`config.mk`:
```
export PLATFORM = sky130hd
export DESIGN_NAME = ssr_pos
export DESIGN_NICKNAME = d
export VERILOG_FILES = /design/src/rtl/ssr_pkg.sv /design/src/rtl/ssr_pos.sv
export SDC_FILE = /design/constraint.sdc
export NUM_CORES = 1
export LEC_CHECK = 0
export ABC_CLOCK_PERIOD_IN_PS = 6900
export BUFFER_PORTS_ARGS = -buffer_cell sky130_fd_sc_hd__clkbuf_2
export CAP_MARGIN = 20
export CORE_MARGIN = 2
export CORE_UTILIZATION = 55
export CTS_BUF_LIST = sky130_fd_sc_hd__clkbuf_4
export CTS_CLUSTER_DIAMETER = 200
export DETAILED_ROUTE_END_ITERATION = 12
export HOLD_SLACK_MARGIN = 0.12
export MAX_ROUTING_LAYER = met4
export PLACE_DENSITY = 0.72
export SLEW_MARGIN = 10
export SYNTH_ARGS = -nofsm -noshare
export SYNTH_HDL_FRONTEND = slang
export SYNTH_SLANG_ARGS = --single-unit
```
`constraint.sdc`:
```
create_clock -name clk -period 6.9 [get_ports clk]
set_input_delay 0 -clock clk [delete_from_list [all_inputs] [get_ports clk]]
set_output_delay 0 -clock clk [all_outputs]
set_load 0.02 [all_outputs]
```
`src/rtl/ssr_pkg.sv`:
```
`timescale 1ns / 1ps
// ----------------------------------------------------------------------------
// Segmented stack package
// Shared widths, operation and status codes, controller states and the
// memory control group used by the segmented stack modules.
// ----------------------------------------------------------------------------
package ssr_pkg;

  localparam int DEPTH_DEF = 1024;

  localparam int DATA_W = 32;
  localparam int MODE_W = 2;
  localparam int IDX_W  = 10;
  localparam int PPS_W  = 11;
  // Widest flat position: stack index times capacity plus element index.
  localparam int POS_W  = IDX_W + PPS_W;

  localparam logic [PPS_W-1:0] PPS_RESET = PPS_W'(8);

  typedef enum logic [MODE_W-1:0] {
    MODE_PUSH   = 2'd0,
    MODE_POP    = 2'd1,
    MODE_POP_AT = 2'd2
  } mode_t;

  typedef enum logic [1:0] {
    STAT_OK      = 2'd0,
    STAT_EMPTY   = 2'd1,
    STAT_INVALID = 2'd2,
    STAT_FULL    = 2'd3
  } status_t;

  typedef enum logic [2:0] {
    S_IDLE,
    S_DECODE,
    S_POP_RD,
    S_PICK,
    S_SHIFT,
    S_DONE
  } state_t;

  typedef struct packed {
    logic we;
    logic re;
  } mem_ctl_t;

endpackage

```
`src/rtl/ssr_pos.sv`:
```
`timescale 1ns / 1ps
// ----------------------------------------------------------------------------
// Segmented stack position unit
// Holds the sub-stack capacity and turns a sub-stack number and element
// index into a flat position, with its validity check.
// ----------------------------------------------------------------------------
module ssr_pos #(
  parameter int AW = $clog2(ssr_pkg::DEPTH_DEF),
  parameter int CW = $clog2(ssr_pkg::DEPTH_DEF + 1)
) (
  input  logic                      clk,
  input  logic                      rst_n,
  input  logic                      cfg_we,
  input  logic [ssr_pkg::PPS_W-1:0] cfg_wdata,
  input  logic                      load,
  input  logic [ssr_pkg::IDX_W-1:0] stack_index,
  input  logic [ssr_pkg::IDX_W-1:0] element_index,
  input  logic [CW-1:0]             count,
  output logic                      pos_ok,
  output logic [AW-1:0]             pos
);
  import ssr_pkg::*;

  logic [PPS_W-1:0] pps_r;
  logic [POS_W-1:0] prod_r;
  logic [IDX_W-1:0] eidx_r;
  logic             elem_ok_r;
  logic [POS_W-1:0] prod_nxt;
  logic [POS_W-1:0] pos_full;

  always_ff @(posedge clk) begin
    if (!rst_n) begin
      pps_r <= PPS_RESET;
    end else if (cfg_we) begin
      pps_r <= cfg_wdata;
    end
  end

  assign prod_nxt = POS_W'(stack_index) * POS_W'(pps_r);

  // The product is registered on the accepting edge; the add and bound
  // check follow in the decode cycle.
  always_ff @(posedge clk) begin
    if (load) begin
      prod_r    <= prod_nxt;
      eidx_r    <= element_index;
      elem_ok_r <= {1'b0, element_index} < pps_r;
    end
  end

  assign pos_full = prod_r + POS_W'(eidx_r);
  assign pos_ok   = elem_ok_r && (pos_full < POS_W'(count));
  assign pos      = pos_full[AW-1:0];

endmodule

```
==> results.sh <==
export IMPL_insertion_delay_ns=0.36
export IMPL_met1_length_um=5840
export IMPL_post_place_ws_ns=1.26
export IMPL_die_y_um=110
export IMPL_cts_inserted_buffers=5
export IMPL_post_cts_buffers=0
export IMPL_post_cts_resized=0
export IMPL_die_area_um2=12100
export IMPL_drive_gt1_share_pct=10.4
export IMPL_slew_headroom_pct=51.4
export IMPL_clk_path_buf_depth=2
export IMPL_layout_common_cells="inv_1, ha_1, fa_1"
export IMPL_drtIter0Drc=269
export IMPL_worstPathArrival_ns=5.80
export IMPL_gp_congestion=0.984
export IMPL_grt_usage_pct=23.6
export IMPL_io_pins=57
export IMPL_p_leak_nw=3.49
export IMPL_setup_viol=0
export IMPL_max_vdd_ir_drop_uv=168
export IMPL_timing_final_crit_share_pct=82.5
export IMPL_status="complete, no violations"
export IMPL_synth_seq_cells=43
export IMPL_rr_worst_depth=18
export IMPL_cap_viol_max_count=0
export IMPL_tightestPinTransition_ns=0.728
export IMPL_path_clk_slew_ns=0.15
export IMPL_wl_met3_um=465
export IMPL_via_per_inst=5.32
export IMPL_start_util_pct=56.6
export IMPL_dp_hpwl_um=10600
export IMPL_ys_async_sr_fraction_pct=0
export IMPL_setup_worst_path_start_class="flip-flop"
export IMPL_syn_area_um2=6160
export IMPL_final_common_cell="inv_1"
export IMPL_firstDrtPassIters=4
export IMPL_power_density_nw_per_um2=218
export IMPL_synth_ff_type="edfxtp_1"
export IMPL_max_freq_mhz=176
export IMPL_postLayoutSetupSlackWorst_ns=1.21
export IMPL_clock_root_buffer="clkbuf_4"
export IMPL_rsz0062_at_grt="false"
export IMPL_num_rows=38
export IMPL_hold_viol=0
export IMPL_slew_violations=0
export IMPL_drc=0
export IMPL_ys_warn_count=0
export IMPL_synth_area_per_cell_um2=9.47
export IMPL_holdPathEnd="prod_r[1]"
export IMPL_holdCritPathClass="input pin to flip-flop"
export IMPL_worstSetupEndpointType="flip-flop"
export IMPL_finalCriticalPeriod_ns=5.69
export IMPL_synthesis_nets=852
export IMPL_min_from="stack_index[1]"
export IMPL_r2r_end="prod_r[20]"
export IMPL_fillers=910
export IMPL_cts_hold_buf=34
export IMPL_reg2reg_from="pps_r[4]"
export IMPL_final_setup_skew_ns=0.0193
export IMPL_antenna_found_initial=0
export IMPL_htree_levels=2
export IMPL_n_antenna_cell=0
export IMPL_finish_utilization_pct=63.9
export IMPL_rrSetupSlack_ns=1.21
export IMPL_syn2layout_area_growth_pct=13.0
export IMPL_path_class="flip-flop to flip-flop"
export IMPL_ant_nets=0
export IMPL_cts_tree="done"
export IMPL_grt_pass1_vias=4672
export IMPL_routed_wl_um=13000
export IMPL_grt_pass1_wl_um=21500
export IMPL_wl_per_cell_um=15.1
export IMPL_whs_path_depth=3
export IMPL_tns_ns=0
export IMPL_ys_seq_area_share_pct=19.2
export IMPL_die_width_um=110
export IMPL_top_layer="met4"
export IMPL_synth_cell_types=53
export IMPL_path_max_fanout=12
export IMPL_core_area_um2=10900
export IMPL_synth_edf_count=32
export IMPL_gr_total_overflow=0
export IMPL_netlist_instances=650
export IMPL_dr_wl_met2_um=6370
export IMPL_vias=4595
export IMPL_grt_max_degree=33
export IMPL_port_buffers=56
export IMPL_required_ns=7.01
export IMPL_nNetsFinal=925
export IMPL_clock_sinks=43
## worst max-delay path, cell delays in order (launching register included)
cell,delay [ns]
dfxtp_1,0.58
nand2_1,0.14
fa_1,0.55
inv_1,0.05
fa_1,0.44
ha_1,0.33
fa_1,0.53
inv_1,0.05
fa_1,0.52
inv_1,0.04
ha_1,0.34
and3_1,0.20
a221oi_1,0.51
a211o_1,0.24
a311oi_1,0.12
o41a_1,0.35
a21o_1,0.19
a21oi_1,0.17
xnor2_1,0.08
## area by class of cell
class / instances / area, um^2 / share of cell area (%)
repair buffers: 90 / 621 / 8.92
well taps: 140 / 175 / 2.52
flip-flops and latches: 43 / 1180 / 17.0
inverters: 105 / 394 / 5.66
clock buffers: 6 / 45.0 / 0.647
multi-input cells: 478 / 4480 / 64.4
clock inverters: 2 / 60.1 / 0.863
## how the worst max path moves through the flow
stage                        start         end  slack [ns]  depth (start not counted)
after global routing      pps_r[4]  prod_r[20]        0.98                         18
after detailed placement  pps_r[4]  prod_r[20]        1.26                         18
after global placement    pps_r[5]  prod_r[20]        1.38                         20
after floorplan           pps_r[5]  prod_r[20]        1.49                         21
after CTS                 pps_r[4]  prod_r[20]        1.21                         18
final                     pps_r[4]  prod_r[20]        1.21                         18
## routing by layer
metal | track usage, % | vias up
met4 | 7.78 | 0
met5 | - | -
met3 | 2.73 | 26
met1 | 30.1 | 2184
met2 | 39.4 | 113
li1 | - | 2272
## metrics by stage
stage / std cells / hold WS, ns / cell area (um^2) / power [mW]
finish: 864 / 0.292 / 6960 / 1.52
floorplan: 650 / 0.0989 / 6160 / 1.10
CTS: 864 / 0.292 / 6960 / 1.52
global placement: 822 / 0.202 / 6510 / 1.27
detailed placement: 822 / 0.201 / 6510 / 1.29
global route: 864 / 0.307 / 6960 / 1.66
## flip-flops by register name, indices dropped and copies added, names as in the netlist
signal     count
elem_ok_r      1
eidx_r        10
prod_r        21
pps_r         11
## cell usage after synthesis (7+ instances only)
cell,instances,area [um^2]
a21o_1,14,105
nor2b_1,11,68.8
xor2_1,7,61.3
and2_1,58,363
nor3_1,10,50.1
nor2_1,22,82.6
a21oi_1,21,105
edfxtp_1,32,961
dfxtp_1,11,220
nand2_1,63,236
mux2i_1,12,120
inv_1,105,394
fa_1,71,1420
nand3_1,8,40.0
o21ai_0,17,85.1
ha_1,85,1060
xnor2_1,22,193
clkbuf_1,22,82.6
## power breakdown
| group | switching (mW) | leakage (nW) | internal (mW) |
|---|---|---|---|
| clock network | 0.0889 | 0.0559 | 0.117 |
| registers | 0.0474 | 0.409 | 0.347 |
| logic | 0.518 | 3.02 | 0.399 |
## cell families (layout without fill, tap and decap cells)
family	after synthesis	count (layout)	share of synthesized area, %
simple gates	192	192	16.0
buf+inv	129	203	8.03
flops	43	43	19.2
xor+xnor	29	29	4.12
compound gates	88	88	10.2
fa+ha+maj	156	156	40.3
mux	13	13	2.13
Note: power is estimated with default switching activity, not from simulation.
