**config.mk**
```make
export PLATFORM = sky130hd
export DESIGN_NAME = ssr_ctrl_flat
export DESIGN_NICKNAME = d
export VERILOG_FILES = /design/src/rtl/ssr_pkg.sv /design/src/rtl/ssr_if.sv /design/src/rtl/ssr_ctrl.sv /design/src/flat_wrapper.sv
export SDC_FILE = /design/constraint.sdc
export NUM_CORES = 1
export LEC_CHECK = 0
export ABC_AREA = 1
export BUFFER_PORTS_ARGS = -buffer_cell sky130_fd_sc_hd__buf_2
export CORE_MARGIN = 10
export CORE_UTILIZATION = 45
export DETAILED_ROUTE_END_ITERATION = 7
export PLACE_DENSITY = 0.67
export SYNTH_ARGS = -nofsm -noshare
export SYNTH_HDL_FRONTEND = slang
export SYNTH_SLANG_ARGS = --single-unit
```
**constraint.sdc**
```tcl
create_clock -name clk -period 8.85 [get_ports clk]
set_input_delay 1.77 -clock clk [delete_from_list [all_inputs] [get_ports clk]]
set_output_delay 1.77 -clock clk [all_outputs]
set_load 0.03 [all_outputs]
```
**src/rtl/ssr_pkg.sv**
```systemverilog
`timescale 1ns / 1ps
// ----------------------------------------------------------------------------
// Segmented stack package
// Shared widths, operation and status codes, controller states and the
// memory control group used by the segmented stack modules.
// ----------------------------------------------------------------------------
package ssr_pkg;

  localparam int DEPTH_DEF = 1024;

  localparam int DATA_W = 32;
  localparam int MODE_W = 2;
  localparam int IDX_W  = 10;
  localparam int PPS_W  = 11;
  // Widest flat position: stack index times capacity plus element index.
  localparam int POS_W  = IDX_W + PPS_W;

  localparam logic [PPS_W-1:0] PPS_RESET = PPS_W'(8);

  typedef enum logic [MODE_W-1:0] {
    MODE_PUSH   = 2'd0,
    MODE_POP    = 2'd1,
    MODE_POP_AT = 2'd2
  } mode_t;

  typedef enum logic [1:0] {
    STAT_OK      = 2'd0,
    STAT_EMPTY   = 2'd1,
    STAT_INVALID = 2'd2,
    STAT_FULL    = 2'd3
  } status_t;

  typedef enum logic [2:0] {
    S_IDLE,
    S_DECODE,
    S_POP_RD,
    S_PICK,
    S_SHIFT,
    S_DONE
  } state_t;

  typedef struct packed {
    logic we;
    logic re;
  } mem_ctl_t;

endpackage

```
**src/rtl/ssr_if.sv**
```systemverilog
`timescale 1ns / 1ps
// ----------------------------------------------------------------------------
// Segmented stack channels
// Valid/ready channels for operation beats and result beats.
// ----------------------------------------------------------------------------
interface ssr_in_if;
  logic                         valid;
  logic                         ready;
  logic [ssr_pkg::MODE_W-1:0]   mode;
  logic signed [ssr_pkg::DATA_W-1:0] push_value;
  logic [ssr_pkg::IDX_W-1:0]    stack_index;
  logic [ssr_pkg::IDX_W-1:0]    element_index;

  modport source (output valid, mode, push_value, stack_index, element_index,
                  input ready);
  modport sink   (input valid, mode, push_value, stack_index, element_index,
                  output ready);
endinterface

interface ssr_out_if;
  logic                              valid;
  logic                              ready;
  logic signed [ssr_pkg::DATA_W-1:0] popped_value;
  ssr_pkg::status_t                  status;

  modport source (output valid, popped_value, status, input ready);
  modport sink   (input valid, popped_value, status, output ready);
endinterface

```
**src/rtl/ssr_ctrl.sv**
```systemverilog
`timescale 1ns / 1ps
// ----------------------------------------------------------------------------
// Segmented stack controller
// Sequences push, pop and pop-at against the entry memory, keeps the entry
// count and holds the result register.
// ----------------------------------------------------------------------------
module ssr_ctrl #(
  parameter int DEPTH = ssr_pkg::DEPTH_DEF,
  parameter int AW    = $clog2(ssr_pkg::DEPTH_DEF),
  parameter int CW    = $clog2(ssr_pkg::DEPTH_DEF + 1)
) (
  input  logic                       clk,
  input  logic                       rst_n,
  ssr_in_if.sink                     in_bus,
  ssr_out_if.source                  out_bus,
  input  logic                       pos_ok,
  input  logic [AW-1:0]              pos,
  output logic [CW-1:0]              count,
  output ssr_pkg::mem_ctl_t          mem_ctl,
  output logic [AW-1:0]              waddr,
  output logic [ssr_pkg::DATA_W-1:0] wdata,
  output logic [AW-1:0]              raddr,
  input  logic [ssr_pkg::DATA_W-1:0] rdata
);
  import ssr_pkg::*;

  state_t            state_r, state_nxt;
  mode_t             mode_r;
  logic [DATA_W-1:0] value_r;
  logic [CW-1:0]     count_r, count_nxt;
  logic [AW-1:0]     dst_r, dst_nxt;
  logic [DATA_W-1:0] res_val_r, res_val_nxt;
  status_t           res_st_r, res_st_nxt;
  logic              out_valid_r, out_valid_nxt;
  logic [DATA_W-1:0] out_val_r, out_val_nxt;
  status_t           out_st_r, out_st_nxt;

  logic              accept;
  logic              out_free;
  logic              fin;
  logic [DATA_W-1:0] fin_val;
  status_t           fin_st;
  logic [CW:0]       dst_ext;
  logic [CW:0]       count_ext;
  logic              more_pick;
  logic              more_shift;
  state_t            fin_state;

  assign in_bus.ready = (state_r == S_IDLE);
  assign accept       = in_bus.valid && in_bus.ready;
  assign out_free     = !out_valid_r || out_bus.ready;

  assign dst_ext    = {{(CW + 1 - AW){1'b0}}, dst_r};
  assign count_ext  = {1'b0, count_r};
  assign more_pick  = (dst_ext + (CW + 1)'(1)) < count_ext;
  assign more_shift = (dst_ext + (CW + 1)'(2)) < count_ext;
  assign fin_state  = out_free ? S_IDLE : S_DONE;

  // Next state.
  always_comb begin
    state_nxt = state_r;
    case (state_r)
      S_IDLE: begin
        if (accept) state_nxt = S_DECODE;
      end
      S_DECODE: begin
        if (mode_r == MODE_POP && count_r != '0) begin
          state_nxt = S_POP_RD;
        end else if (mode_r == MODE_POP_AT && pos_ok) begin
          state_nxt = S_PICK;
        end else begin
          state_nxt = fin_state;
        end
      end
      S_POP_RD: state_nxt = fin_state;
      S_PICK: begin
        state_nxt = more_pick ? S_SHIFT : fin_state;
      end
      S_SHIFT: begin
        if (!more_shift) state_nxt = fin_state;
      end
      S_DONE: begin
        if (out_free) state_nxt = S_IDLE;
      end
      default: state_nxt = S_IDLE;
    endcase
  end

  // Datapath and memory controls.
  always_comb begin
    fin         = 1'b0;
    fin_val     = '0;
    fin_st      = STAT_OK;
    count_nxt   = count_r;
    dst_nxt     = dst_r;
    res_val_nxt = res_val_r;
    res_st_nxt  = res_st_r;
    mem_ctl     = '0;
    waddr       = dst_r;
    wdata       = rdata;
    raddr       = dst_r;
    case (state_r)
      S_DECODE: begin
        case (mode_r)
          MODE_PUSH: begin
            fin = 1'b1;
            if (count_r == CW'(DEPTH)) begin
              fin_st = STAT_FULL;
            end else begin
              mem_ctl.we = 1'b1;
              waddr      = count_r[AW-1:0];
              wdata      = value_r;
              count_nxt  = count_r + 1'b1;
            end
          end
          MODE_POP: begin
            if (count_r == '0) begin
              fin    = 1'b1;
              fin_st = STAT_EMPTY;
            end else begin
              mem_ctl.re = 1'b1;
              raddr      = AW'(count_r - 1'b1);
              count_nxt  = count_r - 1'b1;
            end
          end
          MODE_POP_AT: begin
            if (pos_ok) begin
              mem_ctl.re = 1'b1;
              raddr      = pos;
              dst_nxt    = pos;
            end else begin
              fin    = 1'b1;
              fin_st = STAT_INVALID;
            end
          end
          default: begin
            fin    = 1'b1;
            fin_st = STAT_INVALID;
          end
        endcase
      end
      S_POP_RD: begin
        fin     = 1'b1;
        fin_val = rdata;
      end
      S_PICK: begin
        res_val_nxt = rdata;
        if (more_pick) begin
          mem_ctl.re = 1'b1;
          raddr      = dst_r + 1'b1;
        end else begin
          count_nxt = count_r - 1'b1;
          fin       = 1'b1;
          fin_val   = rdata;
        end
      end
      S_SHIFT: begin
        // Entry dst+1 arrives from the memory and moves down to dst while
        // the next one up is read.
        mem_ctl.we = 1'b1;
        waddr      = dst_r;
        wdata      = rdata;
        dst_nxt    = dst_r + 1'b1;
        if (more_shift) begin
          mem_ctl.re = 1'b1;
          raddr      = dst_r + AW'(2);
        end else begin
          count_nxt = count_r - 1'b1;
          fin       = 1'b1;
          fin_val   = res_val_r;
        end
      end
      S_DONE: begin
        fin     = 1'b1;
        fin_val = res_val_r;
        fin_st  = res_st_r;
      end
      default: begin
      end
    endcase

    if (fin && !out_free) begin
      res_val_nxt = fin_val;
      res_st_nxt  = fin_st;
    end
  end

  always_comb begin
    out_val_nxt = out_val_r;
    out_st_nxt  = out_st_r;
    if (fin && out_free) begin
      out_valid_nxt = 1'b1;
      out_val_nxt   = fin_val;
      out_st_nxt    = fin_st;
    end else if (out_bus.ready) begin
      out_valid_nxt = 1'b0;
    end else begin
      out_valid_nxt = out_valid_r;
    end
  end

  always_ff @(posedge clk) begin
    if (!rst_n) begin
      state_r     <= S_IDLE;
      count_r     <= '0;
      out_valid_r <= 1'b0;
    end else begin
      state_r     <= state_nxt;
      count_r     <= count_nxt;
      out_valid_r <= out_valid_nxt;
    end
  end

  always_ff @(posedge clk) begin
    if (accept) begin
      mode_r  <= mode_t'(in_bus.mode);
      value_r <= in_bus.push_value;
    end
    dst_r     <= dst_nxt;
    res_val_r <= res_val_nxt;
    res_st_r  <= res_st_nxt;
    out_val_r <= out_val_nxt;
    out_st_r  <= out_st_nxt;
  end

  assign out_bus.valid        = out_valid_r;
  assign out_bus.popped_value = out_val_r;
  assign out_bus.status       = out_st_r;
  assign count                = count_r;

endmodule

```
**src/flat_wrapper.sv**
```systemverilog
// flat-port wrapper written by rule: the top's interface ports become plain ports
module ssr_ctrl_flat import ssr_pkg::*;
#(
  parameter int DEPTH = ssr_pkg::DEPTH_DEF,
  parameter int AW    = $clog2(ssr_pkg::DEPTH_DEF),
  parameter int CW    = $clog2(ssr_pkg::DEPTH_DEF + 1)
)
  (clk, rst_n, pos_ok, pos, count, mem_ctl, waddr, wdata, raddr, rdata, in_bus_valid, in_bus_mode, in_bus_push_value, in_bus_stack_index, in_bus_element_index, in_bus_ready, out_bus_valid, out_bus_popped_value, out_bus_status, out_bus_ready);
  ssr_in_if in_bus_i ();
  ssr_out_if out_bus_i ();
  input  logic clk;
  input  logic rst_n;
  input  logic pos_ok;
  input  logic [AW-1:0] pos;
  output logic [CW-1:0] count;
  output ssr_pkg::mem_ctl_t mem_ctl;
  output logic [AW-1:0] waddr;
  output logic [ssr_pkg::DATA_W-1:0] wdata;
  output logic [AW-1:0] raddr;
  input  logic [ssr_pkg::DATA_W-1:0] rdata;
  input wire logic [$bits(in_bus_i.valid)-1:0] in_bus_valid;
  input wire logic [$bits(in_bus_i.mode)-1:0] in_bus_mode;
  input wire logic [$bits(in_bus_i.push_value)-1:0] in_bus_push_value;
  input wire logic [$bits(in_bus_i.stack_index)-1:0] in_bus_stack_index;
  input wire logic [$bits(in_bus_i.element_index)-1:0] in_bus_element_index;
  output wire logic [$bits(in_bus_i.ready)-1:0] in_bus_ready;
  output wire logic [$bits(out_bus_i.valid)-1:0] out_bus_valid;
  output wire logic [$bits(out_bus_i.popped_value)-1:0] out_bus_popped_value;
  output wire logic [$bits(out_bus_i.status)-1:0] out_bus_status;
  input wire logic [$bits(out_bus_i.ready)-1:0] out_bus_ready;
  assign in_bus_i.valid = in_bus_valid;
  assign in_bus_i.mode = in_bus_mode;
  assign in_bus_i.push_value = in_bus_push_value;
  assign in_bus_i.stack_index = in_bus_stack_index;
  assign in_bus_i.element_index = in_bus_element_index;
  assign in_bus_ready = in_bus_i.ready;
  assign out_bus_valid = out_bus_i.valid;
  assign out_bus_popped_value = out_bus_i.popped_value;
  assign out_bus_status = out_bus_i.status;
  assign out_bus_i.ready = out_bus_ready;
  ssr_ctrl #(.DEPTH(DEPTH), .AW(AW), .CW(CW)) u_core (.clk(clk), .rst_n(rst_n), .in_bus(in_bus_i), .out_bus(out_bus_i), .pos_ok(pos_ok), .pos(pos), .count(count), .mem_ctl(mem_ctl), .waddr(waddr), .wdata(wdata), .raddr(raddr), .rdata(rdata));
endmodule
```
==> flow_summary.rst <==
.. list-table::
   :header-rows: 1

   * - Metric
     - Value
   * - Maximum fanout along the worst path
     - 9
   * - HPWL Detailed
     - between 15,000 and 20,000 um
   * - Number of clock sinks
     - around 130
   * - Router iterations before antenna repair
     - 5
   * - Post-synthesis cell type with the largest combined area
     - edfxtp_1
   * - Most instantiated flip-flop cell in the synthesis netlist
     - edfxtp_1
   * - Vias
     - approximately 7,300
   * - Flip-flop and latch count after synthesis
     - roughly 130
   * - Number of global-route vias before repair
     - between 6,000 and 7,000
   * - GRT overflow
     - 0
   * - Endpoint type of the worst setup path
     - output port
   * - Adder and majority gate portion of the synthesized area
     - 4.461%
   * - Final hold vios
     - 0
   * - Power Density
     - 207.1 mW/mm^2
   * - I/O Pins
     - 202
   * - Run status
     - finished clean
   * - Actual slew at the worst max-slew pin
     - approximately 1.1 ns
   * - Type of element launching the critical path
     - flop
   * - Worst min-delay path class
     - reg -> reg
   * - Final nets
     - 1,321
   * - Met3 Wirelength
     - ~1800 um
   * - Dominant combinational cell family by area after synthesis
     - simple AND/OR/NAND/NOR gates
   * - Final routed wire length divided by cell count
     - 16.47 um
   * - Placement-stage worst setup slack
     - between 3 and 4 ns
   * - GPL Wtd Cong
     - around 0.98
   * - Resized cells post-CTS
     - 0
   * - Power dissipated by switching net loads
     - 0.6487 mW
   * - Final setup viols
     - 0
   * - Depth of the worst hold-timing path
     - 2
   * - TritonCTS buffer count
     - 17
   * - Number of H-tree branching levels
     - 4
   * - Final Max Tran Viols
     - 0
   * - Worst rel slew slack
     - 28.75%
   * - Root Buffer Master
     - clkbuf_16
   * - Clock tree from TritonCTS
     - built
   * - FF-to-FF setup slack
     - approximately 4 ns
   * - Port Buffers
     - around 180
   * - Die outline width
     - between 150 and 200 um
   * - Core footprint
     - roughly 0.017 sq mm
   * - FMAX
     - between 150 and 200 MHz
   * - Destination of the worst register-to-register timing path
     - u_core.res_val_r[12]
   * - Crit path time final
     - 5.830 ns
   * - Die area
     - about 0.023 sq mm
   * - Synth Area in Simple Gates
     - roughly a third
   * - Final critical-path setup slack
     - between 3 and 4 ns
   * - Post-CTS repair timing setup buffer count
     - 0
   * - Comb pwr share
     - around a quarter
   * - Share of power burned in the clock network
     - between 30% and 40%
   * - Critical setup path kind
     - reg -> out
   * - Gate Count Post-Synth
     - 1,027
   * - Synthesis-to-finish area growth
     - 20.60%
   * - M1 WL
     - ~10,000 um
   * - Antenna cells
     - 0
   * - Count of yosys warnings during synthesis
     - 0
   * - Hold path start
     - u_core.res_val_r[7]
   * - Compound-gate portion of the synthesized area
     - slightly above 6%
   * - Syn Nets
     - around 1,200
   * - Synthesized area per cell
     - 7.646 sq um
   * - Skew final
     - approximately 0.02 ns
   * - Average via count per standard cell
     - ~5.1
   * - Seq pwr share
     - around 37%
   * - Layout cells sized above 1
     - around a fifth
   * - Required time at the endpoint of the critical path
     - about 7 ns
   * - Hold Path Sink
     - u_core.out_bus.popped_value[7]
   * - Number of enable-type register cells in the synthesized netlist
     - around 110
   * - Met2 WL post-DR
     - about 11,000 um
   * - Sw Share
     - roughly a third
   * - Leading cell type in the layout, fill and taps excluded
     - nand2_1
   * - Post-detailed-route DRC marker count
     - 0
   * - Clock tree buffer depth
     - 2
   * - Final Core Density
     - between 50% and 60%
   * - Number of antenna violations at the first check in global routing
     - 1
   * - Post-synth ARST share
     - 0%
   * - Post-DRT Antenna Nets
     - 0
   * - Count of routing violations after the opening detailed-route iteration
     - 530
   * - Static Leak
     - 4.680 nW
   * - CP Data Arrival Time
     - roughly 4 ns
   * - Starting density of the core
     - between 40% and 50%
   * - Netlist Area Pre-Place
     - 0.007853 sq mm
   * - Die outline height
     - roughly 150 um
   * - Clock network latency to the later pin of the worst-skew pair
     - approximately 0.44 ns
   * - Wire length reported by the detailed router
     - 23,550 um
   * - Commonest non-fill, non-tap cells in the layout
     - 493 x nand2_1, 181 x buf_2, 112 x edfxtp_1, 76 x nor2_1, 68 x inv_1
   * - Reg2reg start
     - u_core.dst_r[3]
   * - VDD IR max
     - around 0.00016 V
   * - Post-CTS clock slew at the launch and capture registers of the worst setup and hold paths
     - roughly 0.080 ns
   * - Final setup TNS
     - 0 ns
   * - Number of placement rows
     - 48
   * - Uppermost routed layer
     - met5
   * - Largest net degree at the start of global routing
     - between 40 and 50
   * - Number of distinct library cell variants in the gate-level netlist after synthesis
     - 44
   * - Period Utilization, post-route
     - about two thirds
   * - Fraction of synthesized area in multiplexers
     - less than 1%
   * - Xor-xnor portion of the synthesized cell area
     - between 1.5 and 2%
   * - Number of cell instances on the worst register-to-register path
     - 19
   * - Unrepaired setup endpoints after global routing
     - false
   * - Overall Global Routing Usage
     - 19.79%
   * - First-pass GRT wire length
     - 37,160 um
   * - Register area share after synthesis
     - between 40% and 50%
   * - Most area-consuming cells after synthesis
     - edfxtp_1 43%, nand2_1 24%, ha_1 4.5%
   * - Total of max-cap violations
     - 0
   * - Area share of the leading cell type in the synthesized netlist
     - 42.83%
   * - P_int
     - around 1.3 mW
   * - Number of buffers inserted for hold repair after clock tree synthesis
     - 0
power groups by stage:
| stage | Sequential (mW) | Clock [mW] | Combinational [mW] |
|---|---|---|---|
| finish | 0.731 | 0.769 | 0.462 |
| global route | 0.737 | 0.803 | 0.511 |
| CTS | 0.731 | 0.779 | 0.463 |
| detailed placement | 0.743 | 0 | 0.460 |
| global placement | 0.742 | 0 | 0.456 |
| floorplan | 0.778 | 0 | 0.286 |
logic make-up (layout without fill, tap and decap cells):
logic type / Yosys count / after routing
compound gates: 86 / 86
xor+xnor: 14 / 14
fa+ha+maj: 28 / 28
buf+inv: 118 / 296
flops: 127 / 127
mux: 3 / 3
simple gates: 651 / 651
cell type report:
type / count / area, sq um
well taps: 225 / 281.5
multi-input cells: 782 / 3650
clock inverters: 14 / 206.4
inverters: 79 / 304.0
flip-flops and latches: 127 / 3664
repair buffers: 185 / 935.9
clock buffers: 18 / 429.2
fillers: 1660 / 7706
worst max-delay path by stage:
stage,to,start,slack (ns)
global route,raddr[7],u_core.dst_r[3],2.74
finish,raddr[0],u_core.dst_r[3],3.02
global placement,raddr[6],u_core.dst_r[3],3.63
floorplan,raddr[1],pos_ok,4.13
CTS,raddr[7],u_core.dst_r[3],3.16
detailed placement,raddr[7],u_core.dst_r[3],3.65
state kept, by name, indices dropped and copies added, names as in the netlist:
name,count
u_core.out_bus.valid,1
u_core.count,11
u_core.out_bus.popped_value,32
u_core.out_bus.status,2
u_core.dst_r,10
u_core.value_r,32
u_core.mode_r,2
u_core.res_st_r,2
u_core.state_r,3
u_core.res_val_r,32
worst max-delay path: stages (launching register included):
cell,delay [ns]
edfxtp_1,0.51
inv_1,0.21
nor3_2,0.30
nand3_1,0.14
nor2_1,0.24
nand3_1,0.10
nand2_1,0.15
inv_1,0.06
ha_1,0.27
nand2_1,0.07
nor2_1,0.14
nand2_1,0.08
nor2_1,0.12
nor2_1,0.07
nand3_1,0.17
clkinv_1,0.30
o21ai_0,0.28
o2111ai_1,0.16
buf_2,0.21
synthesized netlist by cell type, types with 3 or more instances:
| cell type | count |
|---|---|
| mux2i_1 | 3 |
| edfxtp_1 | 112 |
| ha_1 | 28 |
| nand2_2 | 7 |
| inv_2 | 6 |
| buf_6 | 9 |
| buf_2 | 18 |
| o22ai_1 | 5 |
| o21ai_0 | 41 |
| clkbuf_1 | 5 |
| o21ai_1 | 5 |
| xor2_1 | 12 |
| dfxtp_1 | 15 |
| nor2_4 | 4 |
| nand2_1 | 493 |
| nand3_1 | 37 |
| buf_4 | 5 |
| inv_1 | 68 |
| clkinv_1 | 3 |
| nor2_1 | 78 |
| nand4_1 | 11 |
| nor2_2 | 8 |
| a21oi_1 | 23 |
| nor3_1 | 5 |
per-stage QoR:
step           instances  hold slack (ns)  area [sq um]  total power [mW]
2_1_floorplan       1027           0.5092          7853             1.064
3_3_place_gp        1398           0.5165          8835             1.198
3_5_place_dp        1398           0.5266          8835             1.204
4_1_cts             1430           0.5435          9470             1.973
5_1_grt             1430           0.5631          9470             2.051
6_report            1430           0.5384          9470             1.962
metal layers:
metal,global-route usage (%),vias up
met2,31.05,285
met4,6.923,2
met5,0,-
met1,26.27,3323
met3,4.459,35
li1,-,3655
Power figures use the tool's default switching activity.
